==> src/design/wmlp_pkg.sv <==
// ----------------------------------------------------------------------------
// wmlp_pkg
// Shared types and constants for the wildcard mask / letter pool word filter.
// ----------------------------------------------------------------------------
package wmlp_pkg;

  localparam int unsigned SYM_W        = 8;
  localparam int unsigned CNT_W        = 6;
  localparam int unsigned POS_W        = 6;
  localparam int unsigned LETTER_W     = 5;
  localparam int unsigned NUM_LETTERS  = 26;
  localparam int unsigned WORD_INDEX_W = 20;

  localparam logic [SYM_W-1:0] WILDCARD    = 8'h5F;
  localparam logic [SYM_W-1:0] UPPER_A     = 8'h41;
  localparam logic [SYM_W-1:0] UPPER_Z     = 8'h5A;
  localparam logic [SYM_W-1:0] LOWER_A     = 8'h61;
  localparam logic [SYM_W-1:0] LOWER_Z     = 8'h7A;
  localparam logic [SYM_W-1:0] CASE_OFFSET = 8'h20;
  localparam logic [CNT_W-1:0] COUNT_MAX   = 6'd63;
  localparam logic [POS_W-1:0] POS_MAX     = 6'd63;

  typedef enum logic [1:0] {
    REQ_CLEAR = 2'd0,
    REQ_MASK  = 2'd1,
    REQ_POOL  = 2'd2,
    REQ_CHAR  = 2'd3
  } req_t;

  typedef struct packed {
    logic                    matched;
    logic [WORD_INDEX_W-1:0] word_index;
  } result_t;

endpackage

==> src/design/wildcard_mask_letter_pool_filter_unit.sv <==
// ----------------------------------------------------------------------------
// wildcard_mask_letter_pool_filter_unit
// A result is pushed into the output buffer when the last word character is taken.
// Throughput: one transaction per cycle unless in_stall is high; each character does
// one registered mask read and at most one letter count update in a single pass.
// Reset: clears the query, the pool, the word in progress and the word counter.
// ----------------------------------------------------------------------------
module wildcard_mask_letter_pool_filter_unit
  import wmlp_pkg::*;
#(
  parameter int unsigned MAX_LEN    = 32,
  parameter int unsigned INDEX_BITS = 20
) (
  input  logic                    clk,
  input  logic                    rst,
  input  logic                    in_valid,
  output logic                    in_stall,
  input  logic [1:0]              req_type,
  input  logic [SYM_W-1:0]        symbol,
  input  logic                    last,
  output logic                    out_valid,
  input  logic                    out_stall,
  output logic                    matched,
  output logic [WORD_INDEX_W-1:0] word_index
);

  localparam int unsigned        AW        = (MAX_LEN > 1) ? $clog2(MAX_LEN) : 1;
  localparam logic [POS_W-1:0]   MAX_LEN_V = POS_W'(MAX_LEN);

  logic [SYM_W-1:0] mask_store [MAX_LEN];
  logic [SYM_W-1:0] mask_rd;

  logic [POS_W-1:0]      mask_length, mask_length_next;
  logic                  query_overflow, query_overflow_next;
  logic [CNT_W-1:0]      pool_count [NUM_LETTERS];
  logic [CNT_W-1:0]      used_count [NUM_LETTERS];
  logic [POS_W-1:0]      word_position, word_position_next;
  logic                  word_still_ok, word_still_ok_next;
  logic [INDEX_BITS-1:0] word_counter, word_counter_next;

  logic             accept;
  req_t             req;
  logic [SYM_W-1:0] up_sym;
  logic [SYM_W-1:0] letter_sym;
  logic             is_letter;
  logic [SYM_W-1:0] letter_off;
  logic [LETTER_W-1:0] letter;
  logic [CNT_W-1:0] pool_sel;
  logic [CNT_W-1:0] used_sel;
  logic             pos_fail;
  logic             mask_fail;
  logic             pool_fail;
  logic             char_ok;
  logic [POS_W-1:0] pos_inc;
  logic             mask_we;
  logic [AW-1:0]    mask_waddr;
  logic [AW-1:0]    mask_raddr;
  logic             pool_inc;
  logic             used_inc;
  logic             used_clear;
  logic             push;
  result_t          push_data;
  result_t          out_data;

  assign accept = in_valid && !in_stall;
  assign req    = req_t'(req_type);

  assign up_sym     = (symbol >= LOWER_A && symbol <= LOWER_Z) ? symbol - CASE_OFFSET : symbol;
  assign letter_sym = (req == REQ_CHAR) ? up_sym : symbol;
  assign is_letter  = (letter_sym >= UPPER_A) && (letter_sym <= UPPER_Z);
  assign letter_off = letter_sym - UPPER_A;
  assign letter     = letter_off[LETTER_W-1:0];
  assign pool_sel   = is_letter ? pool_count[letter] : '0;
  assign used_sel   = is_letter ? used_count[letter] : '0;

  // per character checks
  assign pos_fail  = (word_position >= mask_length) || (word_position >= MAX_LEN_V);
  assign mask_fail = !pos_fail && (mask_rd != WILDCARD) && (mask_rd != up_sym);
  assign pool_fail = !is_letter || (used_sel >= pool_sel);
  assign char_ok   = word_still_ok && !pos_fail && !mask_fail && !pool_fail;
  assign pos_inc   = (word_position < POS_MAX) ? word_position + 1'b1 : word_position;

  assign mask_we    = accept && (req == REQ_MASK) && (mask_length < MAX_LEN_V);
  assign mask_waddr = mask_length[AW-1:0];
  assign pool_inc   = accept && (req == REQ_POOL) && is_letter && (pool_sel < COUNT_MAX);
  assign used_inc   = accept && (req == REQ_CHAR) && !last && !pool_fail;
  assign used_clear = accept && ((req == REQ_CLEAR) || ((req == REQ_CHAR) && last));
  assign push       = accept && (req == REQ_CHAR) && last;

  assign push_data.matched    = char_ok && !query_overflow && (pos_inc == mask_length);
  assign push_data.word_index = WORD_INDEX_W'(word_counter);

  always_comb begin
    mask_length_next    = mask_length;
    query_overflow_next = query_overflow;
    word_position_next  = word_position;
    word_still_ok_next  = word_still_ok;
    word_counter_next   = word_counter;
    if (accept) begin
      unique case (req)
        REQ_CLEAR: begin
          mask_length_next    = '0;
          query_overflow_next = 1'b0;
          word_position_next  = '0;
          word_still_ok_next  = 1'b1;
          word_counter_next   = '0;
        end
        REQ_MASK: begin
          if (mask_length < MAX_LEN_V) begin
            mask_length_next = mask_length + 1'b1;
          end else begin
            query_overflow_next = 1'b1;
          end
        end
        REQ_POOL: begin
        end
        REQ_CHAR: begin
          if (last) begin
            word_position_next = '0;
            word_still_ok_next = 1'b1;
            word_counter_next  = word_counter + 1'b1;
          end else begin
            word_position_next = pos_inc;
            word_still_ok_next = char_ok;
          end
        end
        default: begin
        end
      endcase
    end
  end

  // mask read address follows the next word position
  assign mask_raddr = (word_position_next < MAX_LEN_V) ? word_position_next[AW-1:0] : '0;

  always_ff @(posedge clk) begin
    if (mask_we) begin
      mask_store[mask_waddr] <= symbol;
    end
  end

  always_ff @(posedge clk) begin
    if (mask_we && (mask_waddr == mask_raddr)) begin
      mask_rd <= symbol;
    end else begin
      mask_rd <= mask_store[mask_raddr];
    end
  end

  always_ff @(posedge clk) begin
    if (rst) begin
      mask_length    <= '0;
      query_overflow <= 1'b0;
      word_position  <= '0;
      word_still_ok  <= 1'b1;
      word_counter   <= '0;
    end else begin
      mask_length    <= mask_length_next;
      query_overflow <= query_overflow_next;
      word_position  <= word_position_next;
      word_still_ok  <= word_still_ok_next;
      word_counter   <= word_counter_next;
    end
  end

  always_ff @(posedge clk) begin
    if (rst || (accept && (req == REQ_CLEAR))) begin
      for (int i = 0; i < NUM_LETTERS; i++) begin
        pool_count[i] <= '0;
      end
    end else if (pool_inc) begin
      pool_count[letter] <= pool_count[letter] + 1'b1;
    end
  end

  always_ff @(posedge clk) begin
    if (rst || used_clear) begin
      for (int i = 0; i < NUM_LETTERS; i++) begin
        used_count[i] <= '0;
      end
    end else if (used_inc) begin
      used_count[letter] <= used_count[letter] + 1'b1;
    end
  end

  wmlp_result_buf u_result_buf (
    .clk       (clk),
    .rst       (rst),
    .push      (push),
    .push_data (push_data),
    .full      (in_stall),
    .out_valid (out_valid),
    .out_stall (out_stall),
    .out_data  (out_data)
  );

  assign matched    = out_data.matched;
  assign word_index = out_data.word_index;

endmodule

==> src/design/wmlp_result_buf.sv <==
// ----------------------------------------------------------------------------
// wmlp_result_buf
// Output register with a skid stage so the filter keeps taking transactions
// while a finished result waits downstream.
// ----------------------------------------------------------------------------
module wmlp_result_buf
  import wmlp_pkg::*;
(
  input  logic    clk,
  input  logic    rst,
  input  logic    push,
  input  result_t push_data,
  output logic    full,
  output logic    out_valid,
  input  logic    out_stall,
  output result_t out_data
);

  logic    skid_valid;
  result_t skid_data;
  logic    pop;

  assign pop  = out_valid && !out_stall;
  assign full = skid_valid;

  always_ff @(posedge clk) begin
    if (rst) begin
      out_valid  <= 1'b0;
      skid_valid <= 1'b0;
    end else if (out_valid && !pop) begin
      if (push) begin
        skid_valid <= 1'b1;
      end
    end else begin
      out_valid  <= skid_valid || push;
      skid_valid <= 1'b0;
    end
  end

  always_ff @(posedge clk) begin
    if (out_valid && !pop) begin
      if (push) begin
        skid_data <= push_data;
      end
    end else if (skid_valid) begin
      out_data <= skid_data;
    end else if (push) begin
      out_data <= push_data;
    end
  end

endmodule

==> config.mk <==
export PLATFORM = sky130hd
export DESIGN_NAME = wildcard_mask_letter_pool_filter_unit
export DESIGN_NICKNAME = d
export VERILOG_FILES = /design/src/design/wmlp_pkg.sv /design/src/design/wildcard_mask_letter_pool_filter_unit.sv /design/src/design/wmlp_result_buf.sv
export SDC_FILE = /design/constraint.sdc
export NUM_CORES = 1
export LEC_CHECK = 0
export BUFFER_PORTS_ARGS = -buffer_cell sky130_fd_sc_hd__buf_4
export CORE_ASPECT_RATIO = 2
export CORE_MARGIN = 10
export CORE_UTILIZATION = 46
export DETAILED_ROUTE_END_ITERATION = 7
export GPL_TIMING_DRIVEN = 1
export SLEW_MARGIN = 5
export SYNTH_ARGS = -nofsm -noshare
export SYNTH_HDL_FRONTEND = slang
export SYNTH_HIERARCHICAL = 1
export SYNTH_SLANG_ARGS = --single-unit
==> constraint.sdc <==
create_clock -name clk -period 7.8 [get_ports clk]
set_input_delay 0 -clock clk [delete_from_list [all_inputs] [get_ports clk]]
set_output_delay 0 -clock clk [all_outputs]
set_load 0.02 [all_outputs]
# Word-level counts from Yosys, hierarchy flattened
# Memory sizes are Yosys's and may differ from the RTL's. A register that Yosys moved wholly into a read port is not among the register bits.
# Index checks and enable logic that the tools add are counted.
op_classes:
  addsub: 7
  magnitude_cmp: 11
  n_eq_ne: 9
  mux: 37
  bitwise_logic: 1
  reduce_logical: 52
op_table:
  columns: ["operator", "count"]
  rows:
  - ["$mux 6", 8]
  - ["$mux 21", 2]
  - ["$pmux 20 s2", 1]
  - ["$add 6x1->6 const B", 4]
  - ["$logic_and 1x1->1", 24]
  - ["$lt 6x6->1 const B", 4]
  - ["$pmux 6 s2", 2]
  - ["$add 20x1->20 const B", 1]
  - ["$mux 20", 1]
  - ["$ge 8x7->1 const B", 2]
  - ["$le 8x7->1 const B", 2]
  - ["$mux 1", 16]
  - ["$mux 8", 2]
  - ["$mux 5", 3]
  - ["$ge 6x6->1", 2]
  - ["$reduce_or 6->1", 2]
  - ["$logic_not 1->1", 9]
  - ["$reduce_and 3->1", 3]
  - ["$ne 8x7->1 const B", 1]
  - ["$ne 8x8->1", 1]
  - ["$sub 8x6->8 const B", 1]
  - ["$eq 6x6->1", 1]
  - ["$ge 6x6->1 const B", 1]
  - ["$logic_or 1x1->1", 6]
  - ["other kinds (11)", 18]
totals:
  regBits: 78
  mem_bits_rw: 568
  output_inout_bits: 23
  memories: 3
memory_table:
  columns: ["name", "words", "width", "read_ports", "rd_clocked_by_memory_dff", "write_ports", "line", "text"]
  rows:
  - ["mask_store", 32, 8, 1, 1, 1, "wildcard_mask_letter_pool_filter_unit.sv:30", "logic [SYM_W-1:0] mask_store [MAX_LEN];"]
  - ["pool_count", 26, 6, 1, 0, 26, "wildcard_mask_letter_pool_filter_unit.sv:35", "logic [CNT_W-1:0] pool_count [NUM_LETTERS];"]
  - ["used_count", 26, 6, 1, 0, 26, "wildcard_mask_letter_pool_filter_unit.sv:36", "logic [CNT_W-1:0] used_count [NUM_LETTERS];"]

# Logic depth before layout (Yosys ltp)
# Gate-level depths: netlist of the first run.
depth:
  word_depth: 16
  mapped_depth: 26
  ltp_nobuf: 19

# By module
# Netlist of the first run, hierarchy kept.
modules_own_cells:
  columns: ["module", "n_inst", "cells_per_inst", "area_each_um2", "seq_area_each_um2"]
  rows:
  - ["wildcard_mask_letter_pool_filter_unit", 1, 2003, 30681.9, 19999.2]
  - ["wmlp_result_buf", 1, 73, 1589.0, 1301.2]

# Least setup slack after synthesis of the first run
# OpenSTA, ideal clock, no wires.
synth_path:
  path_kind: "input -> register"
  from: "input symbol[0]"
  to: "memory used_count[28][0] (enable)"
  setup_time_ps: 350
  arrival_ps: 5254
  required_ps: 7450
  setup_slack_ps: 2196
  path_stages: 26
  path_buffers: 11
  cell_sequence: "buf_6 -> buf_8 -> buf_6 -> buf_6 -> buf_6 -> inv_1 -> ha_1 -> buf_2 -> buf_2 -> clkbuf_1 -> buf_2 -> mux4_2 -> a22oi_1 -> nand3_2 -> nand2_1 -> ha_1 -> nand2b_1 -> a21o_1 -> a21o_1 -> a21o_1 -> a21o_1 -> a2111oi_4 -> buf_2 -> nand2_1 -> clkbuf_1 -> nor2_1"
synth_lines:
  columns: ["item", "line", "text"]
  rows:
  - ["from (decl)", "wildcard_mask_letter_pool_filter_unit.sv:19", "input logic [SYM_W-1:0] symbol,"]
  - ["to (decl)", "wildcard_mask_letter_pool_filter_unit.sv:36", null]

==> flow_summary_export.csv, run 1 <==
group,metric,value,unit
floorplanning,ioPinCount,38,
worst_setup_path,cp_slowest_cell,"a32oi_2",
sta,rsz0062_at_grt,"no",
worst_setup_path,cp_data_required_time,8.11,ns
sta,finalCriticalPeriod,6.66,ns
worst_setup_path,arrival,6.97,ns
cts,clkLatencyLatePin,0.63,ns
floorplanning,die_x,207,um
floorplanning,die_h,395,um
place,hpwl,54300,um
place,io_buffer_count,37,
grt,grt_max_degree,59,
sta,tightest_slew,1.30,ns
yosys,synth-edff-count,682,
yosys,yosysWarnings,6,
cts,cts_made_buffers,60,
layout,nets,2145,
grt,grt_pass1_wl,120000,um
route,finalWirelength,79900,um
route,ant_nets,0,
power_and_ir_drop,p_leak,0.0112,uW
cts,clk_pin_slew,0.07,ns
route,drc,0,
worst_setup_path,path_buf_inv,3,
worst_setup_path,worstSetupPathType,"input port to register",
worst_setup_path,cpPeakStageDelay,0.84,ns
sta,finClkSkew,0.0332,ns
layout,post-route-util,50.7,%
route,via_per_inst,5.92,
yosys,ys_seq_area_share,66.0,%
sta,hold_viol,0,
layout,drive_above_1_share,20.7,%
route,drt_iter0_markers,1487,
sta,setup_violations,0,
worst_setup_path,cp_cell_sequence,"dlygate4sd3_1 > buf_6 > inv_1 > ha_1 > nor2b_1 > a32oi_2 > nor2b_1 > nor4_1 > and4_1 > nor2_1 > ha_1 > nand2b_1 > a21o_1 > a21o_1 > a21o_1 > a21o_1 > a2111oi_4 > and2_1 > nand2_1 > nand2_1",
worst_setup_path,crit_fanout,36,
cts,cts_resized,0,
sta,fin_worst_hold_slack,0.0769,ns
place,gp_congestion,0.860,
cts,cts_hold_buf,16,
layout,nFillCells,5844,
cts,ctsHtreeMaxLevel,2,
sta,clock.fmax,150,MHz
yosys,ys_async_sr_fraction,0,%
hold_path,hold_class,"input port to register",
cts,post_cts_buffers,0,
sta,final.setup.tns,0,ns
route,routedWlPerCell,26.2,um
grt,grt_overflow,0,
grt,grt_usage,19.1,%
sta,post-route-period-util,85.4,%
sta,max_slew_margin,12.7,%
worst_setup_path,cp_top_family,"simple AND/OR/NAND/NOR gates",
cts,cts_num_sinks,723,
cts,cts_tree,"done",
cts,clock-root-buffer,"clkbuf_16",
sta,drv_slew,0,
floorplanning,dieArea,81800,sq um
floorplanning,core_area,69600,sq um
route,num_vias,18000,
floorplanning,rows,137,
worst_setup_path,crit_path_end_kind,"register",
yosys,yosys_most_used_dff,"edfxtp_1",
run_status,status,"finished, final reports clean",
worst_setup_path,cp_common_cell,"a21o_1",
yosys,syn_nets,2123,
grt,grt_pass1_vias,19000,
route,first_pass_iters,6,
yosys,synth_cells,2076,
yosys,ys_types,79,
layout,area_growth_syn_to_layout,9.32,%
layout,fin_area,35300,sq um
power_and_ir_drop,powerDensity,227,nW/um^2
cts,cts.path.max_buffers,3,
place,place_area,33200,sq um
yosys,synth_area_per_cell,15.5,sq um
worst_setup_path,cp-start-kind,"input port",
job,drv_cap,0,
yosys,synth_area,32300,sq um
grt,antenna_found_initial,1,
floorplanning,start_util,46.4,%
power_and_ir_drop,vdd_drop_max,0.220,mV
power_and_ir_drop,power.total,8010,uW
yosys,synth_seq_cells,723,
synthesized netlist by cell type, types with 7 or more instances:
cell type  instances  area share [%]
a21o_1            10            0.23
a21oi_1           20            0.31
a221oi_1           7            0.19
a22oi_1           21            0.49
a31oi_1            8            0.16
and3_1            10            0.19
buf_2             44            0.68
buf_4             10            0.23
buf_6             21            0.73
clkbuf_1          45            0.52
dfxtp_1           41             2.5
edfxtp_1         682              63
ha_1              32             1.2
inv_1             30            0.35
mux2_2            34             1.2
mux2i_1           55             1.7
mux4_1            10            0.81
mux4_2           135             9.4
nand2_1           89             1.0
nand2b_1          35            0.68
nand3_1           34            0.53
nand4_1           11            0.21
nor2_1           299             3.5
nor2b_1           48            0.93
nor3_1            83             1.3
nor3_2            19            0.59
nor4_2            27             1.0
o21ai_0           45            0.70
o22ai_1           11            0.21
or2_2             22            0.43
xnor2_1           28            0.76
xor2_1            10            0.27
sequential cells by signal, summed over array words and instances (netlist names), named ones only:
name / flops
word_counter: 20
u_result_buf/out_data: 21
mask_length: 6
query_overflow: 1
pool_count: 192
used_count: 192
word_position: 6
u_result_buf/full: 1
u_result_buf/out_valid: 1
word_still_ok: 1
u_result_buf/skid_data: 21
mask_store: 256
through the flow:
| step | worst slack [ns] | std cells |
|---|---|---|
| 6_report | 1.14 | 3050 |
| 4_1_cts | 1.16 | 3049 |
| 2_1_floorplan | 2.20 | 2076 |
| 3_3_place_gp | 1.25 | 2923 |
| 3_5_place_dp | 1.07 | 2923 |
| 5_1_grt | 0.720 | 3050 |
cells by family (layout without fill, tap and decap cells):
group / Yosys count / after routing / share of synthesized area, %
muxes: 234 / 234 / 13.1
and+or+nand+nor: 720 / 720 / 11.6
adders and majority gates: 32 / 32 / 1.24
DFF: 723 / 723 / 66.0
other: 0 / 1 / 0
AOI/OAI and AO/OA: 161 / 161 / 3.69
buffers and inverters: 166 / 236 / 3.10
xor gates and xnor gates: 40 / 40 / 1.20
cells in the final DEF (no fill, tap or decap), types with 12 or more instances in the layout:
cell type	netlist	layout
mux2_2	34	34
mux4_2	135	135
clkinv_1	1	15
clkinv_2	0	12
nand3_1	34	34
ha_1	32	31
a21oi_1	20	17
nor3_2	19	19
xnor2_1	28	27
nor3_1	83	83
nand2_1	89	89
clkbuf_16	0	62
a22oi_1	21	21
edfxtp_1	682	682
nor2b_1	48	48
mux2i_1	55	55
or2_2	22	22
o21ai_0	45	44
inv_1	30	30
clkbuf_1	45	12
nor2_1	299	299
dlygate4sd3_1	0	16
nand2b_1	35	35
buf_4	10	71
dfxtp_1	41	38
nor4_2	27	27
final timing paths:
path | slack (ns) | start | end | cells after the start
setup / recovery | 1.14 | symbol[0] | used_count[24][3] | 20
hold / removal | 0.08 | req_type[1] | word_counter[1] | 4
setup reg to reg | 2.12 | pool_count[12][0] | used_count[24][3] | 15
hold reg to reg | 0.49 | word_counter[19] | u_result_buf/skid_data[19] | 0
metal layers:
metal | part of all wire [%] | vias up | GRT usage, %
met5 | 0 | - | 0
met4 | 4.7 | 0 | 9.14
met3 | 3.9 | 177 | 2.00
met2 | 57 | 523 | 37.4
met1 | 34 | 9333 | 19.6
li1 | - | 8008 | -
area by class of cell:
type / instances / area [sq um] / area share (%)
inverters: 35 / 136 / 0.387
diodes: 1 / 2.50 / 0.00709
clock buffers: 74 / 1600 / 4.53
flip-flops and latches: 723 / 21300 / 60.4
well taps: 903 / 1130 / 3.20
multi-input cells: 1187 / 10000 / 28.4
repair buffers: 91 / 764 / 2.17
clock inverters: 36 / 309 / 0.876
where the power goes:
part	switching [uW]	total [uW]	internal (uW)
logic	471	664	193
clock network	1360	2970	1610
registers	31.4	4370	4340
total	1860	8010	6150
worst reg2reg max path, cell delays in order (launching register included):
cell       delay, ns
edfxtp_1        0.37
mux4_2          0.53
nor2b_1         0.16
nor4_1          0.34
and4_1          0.70
nor2_1          0.12
ha_1            0.29
nand2b_1        0.14
a21o_1          0.18
a21o_1          0.17
a21o_1          0.17
a21o_1          0.21
a2111oi_4       0.77
and2_1          0.63
nand2_1         0.30
nand2_1         0.28
No activity file was read; power rests on OpenSTA's default activity.
==> run 2: changes to the inputs <==
CTS_CLUSTER_SIZE = 14   (was default)
clock period = 6.5 ns   (was 7.8 ns; I/O delays follow)
==> flow_summary_export.csv, run 2 (synthesis results as in run 1) <==
group,metric,value,unit
route,drc,0,
layout,layout_commonest_cell,"edfxtp_1",
route,via_per_inst,5.88,
hold_path,hold_end,"mask_store[29][1]",
sta,drv_slew,0,
grt,grt_max_degree,81,
hold_path,hold_class,"input port to register",
route,num_vias,18100,
cts,clk_pin_slew,0.07,ns
route,first_pass_iters,5,
grt,grt_use_met3,2.99,%
worst_setup_path,cp_data_required_time,6.97,ns
sta,clock.fmax,176,MHz
floorplanning,dieArea,81800,sq um
route,routedWlPerCell,26.6,um
grt,use_met1,19.8,%
layout,regMostFlops,"mask_store",
layout,drive_above_1_share,21.7,%
grt,met2_usage,38.6,%
worst_setup_path,arrival,6.14,ns
route,finalWirelength,81900,um
layout,nets,2178,
layout,largest_reg_flops,256,
worst_setup_path,crit_fanout,45,
job,drv_cap,0,
worst_setup_path,reg2reg_setup_slack,1.28,ns
layout,final_cell_mix,"edfxtp_1 (682), nor2_1 (299), mux4_2 (135)",
floorplanning,core_area,69600,sq um
cts,post_cts_buffers,0,
cts,clock-root-buffer,"clkbuf_16",
sta,max_slew_margin,18.7,%
grt,grt_pass1_wl,122000,um
power_and_ir_drop,p_leak,0.0114,uW
grt,grt_busiest_layer,"met2",
hold_path,hp-start,"symbol[1]",
power_and_ir_drop,power.total,9780,uW
worst_setup_path,cp-start-kind,"input port",
place,gp_congestion,0.922,
sta,setup_violations,0,
floorplanning,start_util,46.4,%
worst_setup_path,r2r_start,"pool_count[12][1]",
grt,grt_overflow,0,
worst_setup_path,crit_path_end_kind,"register",
cts,clkLatencyLatePin,0.62,ns
place,io_buffer_count,37,
worst_setup_path,worstSetupPathType,"input port to register",
cts,ctsHtreeMaxLevel,3,
run_status,status,"finished, final reports clean",
worst_setup_path,r2r-end,"u_result_buf/out_data[20]",
sta,tightest_slew,1.19,ns
sta,final.setup.tns,0,ns
cts,cts_tree,"done",
power_and_ir_drop,vdd_drop_max,0.192,mV
route,ant_nets,0,
cts,cts_made_buffers,66,
sta,finClkSkew,0.0207,ns
floorplanning,die_x,207,um
grt,grt_pass1_vias,19000,
sta,post-route-period-util,87.2,%
worst_setup_path,reg2reg_depth,14,
place,hpwl,57400,um
cts,cts_num_sinks,723,
route,drt_iter0_markers,1442,
sta,rsz0062_at_grt,"no",
floorplanning,ioPinCount,38,
floorplanning,die_h,395,um
cts,cts.path.max_buffers,3,
layout,post-route-util,51.1,%
layout,reg_top3,"mask_store (256), pool_count (192), used_count (192)",
sta,finalCriticalPeriod,5.67,ns
hold_path,worstHoldPathCells,2,
floorplanning,rows,137,
power_and_ir_drop,powerDensity,275,nW/um^2
sta,hold_viol,0,
grt,antenna_found_initial,3,
layout,area_growth_syn_to_layout,10.1,%
grt,grt_usage,19.8,%
[run 2: routing by layer]
metal  part of all wire [%]  vias up
li1                       -     8047
met1                     34     9400
met2                     57      521
met3                    4.0      159
met4                    4.6        2
met5                  0.015        -
[run 2: critical path, cell delays in order]
cell and delay, ns:
dlygate4sd3_1 0.53, buf_4 0.45, or2_2 0.25, mux2i_1 0.08, a32oi_2 0.45, buf_4 0.24
nor2b_1 0.05, nor4_1 0.47, nand4_1 0.36, nand2_1 0.15, ha_1 0.24, a21o_1 0.17
a21o_1 0.17, a21o_1 0.17, a21o_1 0.24, a211oi_1 0.46, nand4_1 0.19, a2111oi_0 1.05
mux2_2 0.33
[run 2: worst max path at each step]
stage	startpoint	to	slack (ns)	depth (start not counted)
2_1_floorplan	symbol[0]	used_count[28][0]	0.90	26
3_3_place_gp	symbol[0]	u_result_buf/out_data[20]	0.62	18
3_5_place_dp	symbol[0]	used_count[25][5]	0.54	19
4_1_cts	symbol[4]	used_count[25][3]	0.95	20
5_1_grt	symbol[4]	used_count[25][3]	0.64	20
6_report	symbol[4]	u_result_buf/out_data[20]	0.83	19
[run 2: area by class of cell]
| type | count | area (sq um) |
|---|---|---|
| Fill cell | 5858 | 34000 |
| Antenna cell | 2 | 5.00 |
| Timing Repair Buffer | 118 | 960 |
| Clock inverter | 22 | 164 |
| Multi-Input combinational cell | 1187 | 10000 |
| Sequential cell | 723 | 21300 |
| Tap cell | 903 | 1130 |
| Inverter | 35 | 136 |
| Clock buffer | 91 | 1820 |
[run 2: where the power goes]
part	internal, uW	switching [uW]	leakage (uW)
Combinational	247	576	0.00348
Clock	2040	1670	0.000960
Sequential	5210	38.8	0.00695
[run 2: metrics by stage]
stage               setup WS (ns)  std cells  area, sq um  hold WS [ns]
global route                0.638       3081        35500        0.0405
CTS                         0.947       3079        35500        0.0142
floorplan                   0.896       2076        32300        0.0691
finish                      0.830       3081        35500        0.0343
detailed placement          0.541       2953        33400         0.338
global placement            0.616       2953        33400         0.321
[run 2: timing repair]
action	CTS	global route
hold buffers	13	0
resized for setup	0	0
hold endpoints to repair	228	0
